### src/hdl/qmsc_pkg.sv
// Shared constants and width helpers for the quad minimum corner sine block.
package qmsc_pkg;

	localparam int COORD_BITS_DEF = 16;
	localparam int FRAC_BITS_DEF = 16;
	localparam int CORNERS = 4;
	localparam int COORDS = 8;

	// Rounds a bit count up to whole bytes.
	function automatic int byte_pad(input int bits);
		byte_pad = ((bits + 7) / 8) * 8;
	endfunction

endpackage

### src/hdl/qmsc_min_out.sv
// Minimum over the four corner values and the output register.
module qmsc_min_out import qmsc_pkg::*; #(
	parameter int FRAC_BITS = FRAC_BITS_DEF,
	localparam int QW = FRAC_BITS + 1
) (
	input  logic clk,
	input  logic arst_n,
	input  logic v_in,
	input  logic deg_in,
	input  logic [CORNERS-1:0][QW-1:0] q_in,
	output logic en,
	output logic out_valid,
	input  logic out_ready,
	output logic [QW-1:0] min_sine,
	output logic degenerate
);

	logic [QW-1:0] m01, m23, mall;

	assign en = !out_valid || out_ready;
	assign m01 = (q_in[1] < q_in[0]) ? q_in[1] : q_in[0];
	assign m23 = (q_in[3] < q_in[2]) ? q_in[3] : q_in[2];
	assign mall = (m23 < m01) ? m23 : m01;

	always_ff @(posedge clk or negedge arst_n) begin
		if (!arst_n) begin
			out_valid <= 1'b0;
		end else if (en) begin
			out_valid <= v_in;
		end
	end

	always_ff @(posedge clk) begin
		if (en) begin
			degenerate <= deg_in;
			min_sine <= deg_in ? '0 : mall;
		end
	end

endmodule

### config.mk
export PLATFORM = sky130hd
export DESIGN_NAME = qmsc_min_out
export DESIGN_NICKNAME = d
export VERILOG_FILES = /design/src/hdl/qmsc_pkg.sv /design/src/hdl/qmsc_min_out.sv
export SDC_FILE = /design/constraint.sdc
export NUM_CORES = 1
export LEC_CHECK = 0
export ABC_AREA = 0
export BUFFER_PORTS_ARGS = -buffer_cell sky130_fd_sc_hd__buf_2
export CAP_MARGIN = 0
export CELL_PAD_IN_SITES_DETAIL_PLACEMENT = 0
export CELL_PAD_IN_SITES_GLOBAL_PLACEMENT = 1
export CORE_MARGIN = 2
export CORE_UTILIZATION = 35
export CTS_CLUSTER_SIZE = 24
export DETAILED_ROUTE_END_ITERATION = 10
export HOLD_SLACK_MARGIN = 0.1
export PLACE_DENSITY_LB_ADDON = 0.3
export SLEW_MARGIN = 20
export SYNTH_ARGS = -nofsm -noshare
export SYNTH_HDL_FRONTEND = slang
export SYNTH_SLANG_ARGS = --single-unit
export TNS_END_PERCENT = 5
### constraint.sdc
create_clock -name clk -period 1.55 [get_ports clk]
set_input_delay 0.155 -clock clk [delete_from_list [all_inputs] [get_ports clk]]
set_output_delay 0.155 -clock clk [all_outputs]
set_load 0.03 [all_outputs]
## Word-level counts from Yosys, hierarchy flattened

Cells that the tools add are included.

- Input bits: 73
- Flip-flop bits (word level): 19
- Output and inout bits: 20
- Word-level logic and storage cells: 11

- Muxes and demuxes: 3
- $lt $le $gt $ge: 3
- Reduce and logical (&&, ||, !) cells: 2

Operators with widths:

| cell | count |
|---|---|
| $lt 17x17->1 | 3 |
| $mux 17 | 3 |
| $logic_not 1->1 | 1 |
| $logic_or 1x1->1 | 1 |

## Longest topological paths before layout

Gate-level depths: netlist of run 1.

- Depth in word-level cells: 4
- Mapped depth: 18
- Gate-level depth less buffers: 15

## Worst setup path after synthesis of run 1

Ideal clock, no wire load.

- Path kind: in2reg
- Start point: in q_in[8] in the netlist's numbering
- End point: reg min_sine[12], data pin
- Path buffers: 2
- Library setup time: 0.167 ns
- Data required time: 1.383 ns
- Path slack: -2.540 ns
- Stages on the path: 16
- Arrival time: 3.923 ns
- Cells stage by stage: inv_1 ha_1 and4_1 o211ai_1 o211a_1 o311ai_2 buf_4 mux2i_1 ha_1 nand4_1 nor3_1 nand2_1 nor3_1 clkbuf_1 a211oi_1 a211oi_1

- Word-level cells in the longest chain between the ends: 4

RTL lines:

| element | line | RTL |
|---|---|---|
| start: declaration | qmsc_min_out.sv:10 | `input logic [CORNERS-1:0][QW-1:0] q_in,` |
| $lt 17x17->1 | qmsc_min_out.sv:21 | `assign m01 = (q_in[1] < q_in[0]) ? q_in[1] : q_in[0];` |
| $mux 17 (*) | qmsc_min_out.sv:21 |  |
| $lt 17x17->1 | qmsc_min_out.sv:23 | `assign mall = (m23 < m01) ? m23 : m01;` |
| $mux 17 (*) | qmsc_min_out.sv:23 |  |
| end signal: assignment | qmsc_min_out.sv:36 | `min_sine <= deg_in ? '0 : mall;` |
| end: declaration | qmsc_min_out.sv:14 | `output logic [QW-1:0] min_sine,` |

Every way passes the cells marked *; elsewhere a longest branch is shown, timed or not.
A chain may end at the register's enable or synchronous reset.

## Worst setup path in the final report of run 1

- Start point: in q_in[6] in the netlist's numbering
- End point: reg min_sine[2], data pin

Same word-level chain as after synthesis.

==> results_dict.tcl, run 1 <==
set metrics [dict create \
    regToRegSetupSlack_ns 0.50 \
    yosysTopAreaCell "ha_1" \
    die_w_um 88.13 \
    yosysSeqAreaShare 0.2283 \
    syn_to_final_growth_pct 77.32 \
    ys_top_cells_by_count "48 x ha_1, 38 x a211oi_1, 33 x inv_1" \
    first_pass_iters 4 \
    clock_sinks 19 \
    synthCells 275 \
    drv_slew 0 \
    port_buffers 92 \
    h-tree-depth 1 \
    num-fill-cells 598 \
    hp-class "in -> async" \
    worstPathRequired_ns 1.55 \
    violations "setup timing" \
    leakagePower_nw 2.185 \
    r2r_end "min_sine[13]" \
    whs_ns 0.1951 \
    cap_violations 0 \
    min_period_ns 3.525 \
    synth_area_leaders "ha_1 24%, edfxtp_1 22%, a211oi_1 12%, mux2i_1 6.5%, inv_1 5.0%" \
    crit_fanout 8 \
    setup_viol_count_final 17 \
    cts_tree "built" \
    track_usage 0.2135 \
    final_nets 607 \
    numCtsBuffers 3 \
    initial_core_util 0.3626 \
    fin_area_um2 4393 \
    antenna_found_initial 0 \
    globalRouteOverflowTotal 0 \
    cp.arrival_ns 3.52 \
    io_pins 93 \
    synth_edf_count 18 \
    switchingPower_mw 1.225 \
    max-slew-margin-rel 0.6299 \
    clock_skew_ns 0.004621 \
    grt_max_degree 21 \
    fin_crit_sh 2.274 \
    netlist.area_leader.share 0.2424 \
    r2r_start "out_valid" \
    power.density_nw_per_um2 691.4 \
    grt_pass1_vias 2926 \
    yosys_warnings 0 \
    n_antenna_cell 0 \
    cts-root-buf "clkbuf_8" \
    p_comb_frac 0.653 \
    rows 30 \
    dpl_cell_area_um2 3856 \
    rr_worst_depth 2 \
    async_reset_ff_frac 0.05263 \
    drtIter0Drc 94 \
    cp-start-kind "primary input" \
    hpwl_um 6360 \
    antenna_left 0 \
    synthesis.area_um2 2477 \
    cts_buffer_depth 2 \
    post-place-ws_ns -2.405 \
    drc 0 \
    clockPowerShare 0.117 \
    yosysMostFrequentCell "ha_1" \
    drive_above_1_share 0.5485 \
    p_seq_frac 0.230 \
    die_y_um 88.13 \
    syn_area_per_cell_um2 9.009 \
    viasPerCell 5.179 \
    die_area_um2 7767 \
    path_clk_slew_ns 0.07 \
    rsz0062_at_grt "yes" \
    post-route-util 0.6430 \
    grt_pass1_wl_um 13140 \
    post_drt_wl_per_cell_um 14.51 \
    vdd_drop_max_mv 0.3320 \
    internal_power_mw 1.813 \
    hold_violations 0 \
    worstSetupPathType "in -> reg" \
    ys.flop_type "edfxtp_1" \
    netSwitchingFraction 0.4032 \
    multi_input_area_um2 2022 \
    status "finished, violations left" \
    core_um2 6832 \
    cp-startpoint "q_in[6]" \
    gp_congestion 0.8262 \
    clk_latency_ns 0.26 \
    yosysUniqueCellTypes 41 \
    vias 3009 \
    routed_wl_um 8431 \
    fmaxAchievable_mhz 283.7 \
    synth-seq-cells 19 \
    seq_area_um2 565.5 \
    fin_ws_ns -1.975 \
    worst_slew_pin_slew_ns 0.5494 \
    power_mw 3.038 \
    endpoint_kind "register" \
    syn_nets 396 \
]
worst max-delay path by stage:
stage / slack (ns) / cells past startpoint / to
6_report: -1.97 / 19 / min_sine[2]
5_1_grt: -2.12 / 18 / min_sine[9]
4_1_cts: -1.90 / 19 / min_sine[14]
3_3_place_gp: -2.25 / 18 / min_sine[5]
2_1_floorplan: -2.18 / 16 / min_sine[11]
3_5_place_dp: -2.40 / 18 / min_sine[5]
per-layer routing:
| metal | part of all wire | global-route usage | wire, um | up-vias |
|---|---|---|---|---|
| met5 | 0 | 0 | 0 | - |
| met4 | 0.024 | 0.04408 | 201 | 0 |
| met3 | 0.042 | 0.02074 | 357 | 20 |
| met2 | 0.53 | 0.4077 | 4462 | 91 |
| met1 | 0.40 | 0.2583 | 3409 | 1409 |
| li1 | - | - | - | 1489 |
flip-flops by register name, summed over array words and instances, names as in the netlist:
register    cells
degenerate      1
min_sine       17
out_valid       1
through the flow:
stage                     cells  setup TNS [ns]
after floorplan             275          -36.72
after global placement      560          -37.07
after detailed placement    560          -39.62
after CTS                   577          -32.26
after global routing        581          -35.63
final                       581          -32.87
cell type report:
class,instances,share of cell area
Clock buffer,4,0.01025
Inverter,33,0.02991
Multi-Input combinational cell,213,0.4603
Sequential cell,19,0.1287
Tap cell,96,0.02734
Timing Repair Buffer,216,0.3435
power by group through the flow:
| stage | Combinational (mW) | Sequential [mW] | Clock (mW) |
|---|---|---|---|
| 3_5_place_dp | 1.62 | 0.710 | 0 |
| 3_3_place_gp | 1.58 | 0.711 | 0 |
| 4_1_cts | 1.84 | 0.699 | 0.358 |
| 2_1_floorplan | 0.760 | 0.877 | 0 |
| 6_report | 1.98 | 0.699 | 0.355 |
| 5_1_grt | 2.15 | 0.706 | 0.380 |
worst max-delay path, stage by stage:
cell and delay, ns:
buf_8 0.08, inv_4 0.03, ha_4 0.25, and4_4 0.23, o211ai_1 0.08, o211a_1 0.26
o311ai_4 0.35, buf_12 0.20, mux2i_4 0.29, ha_4 0.17, nand4_1 0.19, nor3_4 0.25
nand2_2 0.08, a211o_1 0.25, o211ai_1 0.13, buf_4 0.17, buf_6 0.09, a21o_4 0.16
a211oi_1 0.09
cells in the final DEF (no fill, tap or decap), types with 4 or more instances in the layout:
master      n
nand4_1     5
o21ai_0    20
nor2_1      7
edfxtp_1   18
buf_8       4
ha_1       41
mux2i_2     5
a21oi_1     9
inv_1      29
buf_4     114
o21ai_1     5
a211oi_2   14
buf_2      84
mux2i_1     8
a211oi_1   23
ha_4        7
nand3_1    19
buf_6      10
nand2_1     7
kinds of logic (layout without fill, tap and decap cells):
logic type,after synthesis,count (layout),synth area share
and+or+nand+nor,52,53,0.1141
adders and majority gates,48,48,0.2424
muxes,16,16,0.06465
DFF,19,19,0.2283
buffers and inverters,45,253,0.07879
AOI/OAI and AO/OA,95,96,0.2717
what timing repair did:
action	4_1_cts	5_1_grt
gates resized for setup	46	28
hold endpoints to repair	2	0
setup buffers	11	4
cloned	1	1
endpoints found under the setup margin	17	17
pin swaps	24	18
hold buffers	2	0
Power figures use the tool's default switching activity.
==> run 2, diff against run 1 <==
ABC_AREA = 1   (was 0)
==> results_dict.tcl, run 2 <==
set metrics [dict create \
    fmaxAchievable_mhz 337.7 \
    top_register "min_sine" \
    yosys_warnings 0 \
    synth-seq-cells 19 \
    antenna_left 0 \
    vias 3242 \
    track_usage 0.1805 \
    yosysUniqueCellTypes 25 \
    grt_pass1_wl_um 12930 \
    cap_violations 0 \
    max-slew-margin-rel 0.7055 \
    hold_violations 0 \
    yosysTopAreaCell "ha_1" \
    synthCells 432 \
    final_nets 735 \
    cts_buffer_depth 2 \
    syn_to_final_growth_pct 51.92 \
    n_antenna_cell 0 \
    status "finished, violations left" \
    crit_fanout 26 \
    netlist.area_leader.share 0.2149 \
    drv_slew 0 \
    post_drt_wl_per_cell_um 10.58 \
    largest_reg_flops 17 \
    leakagePower_nw 2.540 \
    layout_common_cells "111 x nand2_1, 99 x inv_1, 92 x buf_2" \
    initial_core_util 0.3617 \
    min_period_ns 2.961 \
    clk_latency_ns 0.26 \
    grt_pass1_vias 3121 \
    vdd_drop_max_mv 0.5178 \
    drc 0 \
    syn_area_per_cell_um2 6.470 \
    viasPerCell 4.534 \
    ys_top_cells_by_count "113 x nand2_1, 100 x inv_1, 48 x ha_1" \
    hpwl_um 6101 \
    syn_nets 553 \
    die_y_um 93.37 \
    top_regs "min_sine (17), degenerate (1), out_valid (1)" \
    setup_tns_ns -23.58 \
    die_area_um2 8717 \
    worstPathRequired_ns 1.57 \
    core_um2 7727 \
    cp-start-kind "primary input" \
    hp-class "in -> async" \
    violations "setup timing" \
    grt_max_degree 27 \
    yosysMostFrequentCell "nand2_1" \
    synthesis.area_um2 2795 \
    synth_area_leaders "ha_1 21%, edfxtp_1 19%, nand2_1 15%, inv_1 13%, a21oi_1 5.9%" \
    numCtsBuffers 3 \
    h-tree-depth 1 \
    clock_sinks 19 \
    num-fill-cells 782 \
    ys.flop_type "edfxtp_1" \
    drtIter0Drc 87 \
    drive_above_1_share 0.3540 \
    first_pass_iters 4 \
    io_pins 93 \
    power_mw 2.888 \
    cts_tree "built" \
    port_buffers 92 \
    rsz0062_at_grt "yes" \
    clock_skew_ns 0.003948 \
    setup_viol_count_final 17 \
    cts-root-buf "clkbuf_8" \
    fin_crit_sh 1.910 \
    worst_slew_pin_slew_ns 0.4390 \
    power.density_nw_per_um2 680.2 \
    routed_wl_um 7568 \
    antenna_found_initial 0 \
    async_reset_ff_frac 0.05263 \
    post-route-util 0.5495 \
    layout_commonest_cell "nand2_1" \
    die_w_um 93.37 \
    globalRouteOverflowTotal 0 \
    synth_edf_count 18 \
    rows 32 \
    worstSetupPathType "in -> reg" \
    fin_ws_ns -1.411 \
    path_clk_slew_ns 0.07 \
    endpoint_kind "register" \
    yosysSeqAreaShare 0.2023 \
    gp_congestion 0.8395 \
    whs_ns 0.2053 \
    cp.arrival_ns 2.98 \
]
run 2: stage by stage:
stage          std cells  setup WS [ns]  area [um2]
6_report             715         -1.411        4247
5_1_grt              715         -1.691        4247
4_1_cts              715         -1.387        4230
3_5_place_dp         701         -1.780        4036
3_3_place_gp         701         -1.727        4036
2_1_floorplan        432         -1.321        2887
run 2: path summary, 6_finish.rpt:
check | from | to | slack [ns] | depth (start not counted)
max | q_in[8] | min_sine[2] | -1.41 | 23
min reg2reg | out_valid | out_valid | 0.72 | 3
max in group asynchronous | arst_n | out_valid | 1.26 | 2
max reg2reg | out_valid | min_sine[7] | 0.51 | 2
min in group clk | out_ready | out_valid | 0.39 | 5
min | arst_n | out_valid | 0.21 | 2
run 2: worst max-delay path, cell delays in order:
cell and delay [ns]:
buf_2 0.08, inv_1 0.04, ha_1 0.29, nand2_1 0.08
nor2_2 0.14, nand3_1 0.09, nor2_1 0.12, nor2_2 0.07
nand2_2 0.09, buf_12 0.15, buf_4 0.13, o21a_1 0.16
inv_1 0.06, ha_1 0.27, nand2_1 0.09, o21ai_1 0.18
nand2_1 0.07, o211ai_1 0.11, a31oi_2 0.08, buf_12 0.18
buf_4 0.14, a21oi_1 0.15, nor2_1 0.06
run 2: layer usage:
layer  global-route usage  wire length [um]  vias up
li1                     -                 -     1725
met1               0.2078              3173     1440
met2               0.3441              3996       64
met3              0.02740               260       13
met4              0.04657               137        0
met5                    0                 0        -
run 2: repair_timing:
action,in CTS,in global routing
hold endpoints to repair,3,0
setup endpoints to repair,17,17
resized for setup,15,5
pin swaps,9,0
gates cloned,3,0
buffers inserted,4,0
hold buffers,3,0
run 2: cells by family after synthesis:
| logic type | share of synthesized area |
|---|---|
| AOI/OAI and AO/OA | 0.1598 |
| DFF | 0.2023 |
| buffers and inverters | 0.1656 |
| and+or+nand+nor | 0.2574 |
| adders and majority gates | 0.2149 |
run 2: area by class of cell:
| class | instances | area, um2 | area share |
|---|---|---|---|
| Tap cell | 102 | 127.6 | 0.03005 |
| Timing Repair Buffer | 187 | 1210 | 0.2849 |
| Multi-Input combinational cell | 302 | 1918 | 0.4517 |
| Clock buffer | 3 | 41.29 | 0.009723 |
| Clock inverter | 1 | 5.005 | 0.001179 |
| Inverter | 101 | 379.1 | 0.08928 |
| Sequential cell | 19 | 565.5 | 0.1332 |
run 2: where the power goes:
part / leakage [nW] / internal [mW] / switching, mW
combinational: 2.31 / 0.827 / 1.01
sequential: 0.200 / 0.676 / 0.0218
clock: 0.0255 / 0.179 / 0.172
==> run 3, diff against run 2 <==
CTS_BUF_LIST = sky130_fd_sc_hd__clkbuf_4   (was not set)
==> results_dict.tcl, run 3 (same netlist as run 2, synthesis figures left out) <==
set metrics [dict create \
    track_usage 0.1775 \
    endpoint_kind "register" \
    rows 32 \
    layout_commonest_cell "nand2_1" \
    dpl.cell_count 701 \
    worstPathRequired_ns 1.62 \
    max-slew-margin-rel 0.7061 \
    fin_cells 715 \
    top_register "min_sine" \
    port_buffers 92 \
    post-route-util 0.5426 \
    cts_buffer_depth 2 \
    largest_reg_flops 17 \
    drtIter0Drc 76 \
    h-tree-depth 1 \
    cts_tree "built" \
    drc 0 \
    fin_ws_ns -1.331 \
    antenna_left 0 \
    core_um2 7727 \
    power.density_nw_per_um2 660.2 \
    min_period_ns 2.881 \
    cp-start-kind "primary input" \
    top_regs "min_sine (17), degenerate (1), out_valid (1)" \
    violations "setup timing" \
    io_pins 93 \
    vdd_drop_max_mv 0.4995 \
    status "finished, violations left" \
    layout_common_cells "111 x nand2_1, 99 x inv_1, 92 x buf_2" \
    drive_above_1_share 0.3475 \
    die_y_um 93.37 \
    grt_max_degree 27 \
    cts-root-buf "clkbuf_4" \
    hold_violations 0 \
    initial_core_util 0.3617 \
    clock_sinks 19 \
    cp.arrival_ns 2.95 \
    rsz0062_at_grt "yes" \
    routed_wl_um 7399 \
    setup_viol_count_final 17 \
    globalRouteOverflowTotal 0 \
    n_antenna_cell 0 \
    clk_latency_ns 0.30 \
    final_nets 735 \
    die_w_um 93.37 \
    fmaxAchievable_mhz 347.1 \
    gp_congestion 0.8395 \
    path_clk_slew_ns 0.12 \
    antenna_found_initial 0 \
    numCtsBuffers 3 \
    grt_pass1_wl_um 12720 \
    worst_slew_pin_slew_ns 0.4381 \
    post_drt_wl_per_cell_um 10.35 \
    hpwl_um 6101 \
    grt_pass1_vias 3086 \
    crit_fanout 26 \
    vias 3234 \
    cap_violations 0 \
    worstSetupPathType "in -> reg" \
    first_pass_iters 4 \
    syn_to_final_growth_pct 50.00 \
    leakagePower_nw 2.536 \
    die_area_um2 8717 \
    clock_skew_ns 0.006830 \
    viasPerCell 4.523 \
    fin_crit_sh 1.858 \
    hp-class "in -> async" \
    drv_slew 0 \
]
-- run 3: cell count changes in the layout (fill, tap and decap cells not counted), moves of 2 or more --
cell / previous run / this run
nor2_4: 3 / 1
clkbuf_8: 3 / 0
nor2_1: 28 / 30
clkbuf_4: 0 / 3
-- run 3: path summary, 6_finish.rpt --
path                            from          end  depth (start not counted)  slack (ns)
max in group asynchronous     arst_n    out_valid                          2        1.32
min                           arst_n    out_valid                          2        0.15
min reg2reg                out_valid    out_valid                          3        0.73
min in group clk           out_ready    out_valid                          5        0.35
max reg2reg                out_valid  min_sine[7]                          2        0.50
max                          q_in[4]  min_sine[8]                         24       -1.33
-- run 3: layout make-up --
class	count	area [um2]
Fill cell	789	3535
Multi-Input combinational cell	302	1887
Timing Repair Buffer	187	1206
Sequential cell	19	565.5
Inverter	101	379.1
Tap cell	102	127.6
Clock buffer	3	22.52
Clock inverter	1	5.005
-- run 3: critical path, stage by stage --
cell and delay (ns):
buf_2 0.10, inv_1 0.04, ha_1 0.29, nand2_1 0.09, inv_1 0.04, nand2_1 0.06
nand2_1 0.05, nand2_1 0.05, nand2_1 0.06, nand2_1 0.09, nand2_2 0.09, buf_12 0.16
nand2_1 0.05, o21a_1 0.17, inv_1 0.06, ha_1 0.29, a21oi_1 0.07, o21a_1 0.18
o21bai_1 0.20, a31oi_2 0.14, buf_12 0.18, buf_4 0.15, a21oi_1 0.14, nor2_1 0.06
-- run 3: metal layers --
metal  part of all wire  vias to the layer above  GRT usage
met5                  0                        -          0
met4              0.021                        0    0.04289
met3              0.035                       15    0.02740
met2               0.52                       67     0.3357
met1               0.42                     1426     0.2073
li1                   -                     1726          -
-- run 3: what timing repair did --
item / in CTS / in global routing
endpoints found under the hold margin: 3 / 0
setup buffers: 4 / 0
pin swaps: 9 / 1
resized for setup: 12 / 0
hold buffers: 3 / 0
endpoints found under the setup margin: 17 / 17
gates cloned: 3 / 0
-- run 3: through the flow --
stage                     hold WS, ns  TNS (ns)  worst slack (ns)  cell area [um2]  power (mW)
final                          0.1501    -22.23            -1.331             4193       2.768
after global placement       -0.06973    -29.27            -1.727             4036       2.445
after floorplan               -0.1406    -22.10            -1.321             2887       1.812
after global routing           0.1310    -26.78            -1.614             4193       3.043
after detailed placement     -0.06850    -29.95            -1.780             4036       2.479
after CTS                      0.1341    -22.13            -1.314             4193       2.795
-- run 3: where the power goes --
part | internal [mW] | leakage, nW | switching, mW
Combinational | 0.821 | 2.32 | 0.992
Clock | 0.0963 | 0.0177 | 0.162
Sequential | 0.675 | 0.200 | 0.0209
Total | 1.59 | 2.54 | 1.18
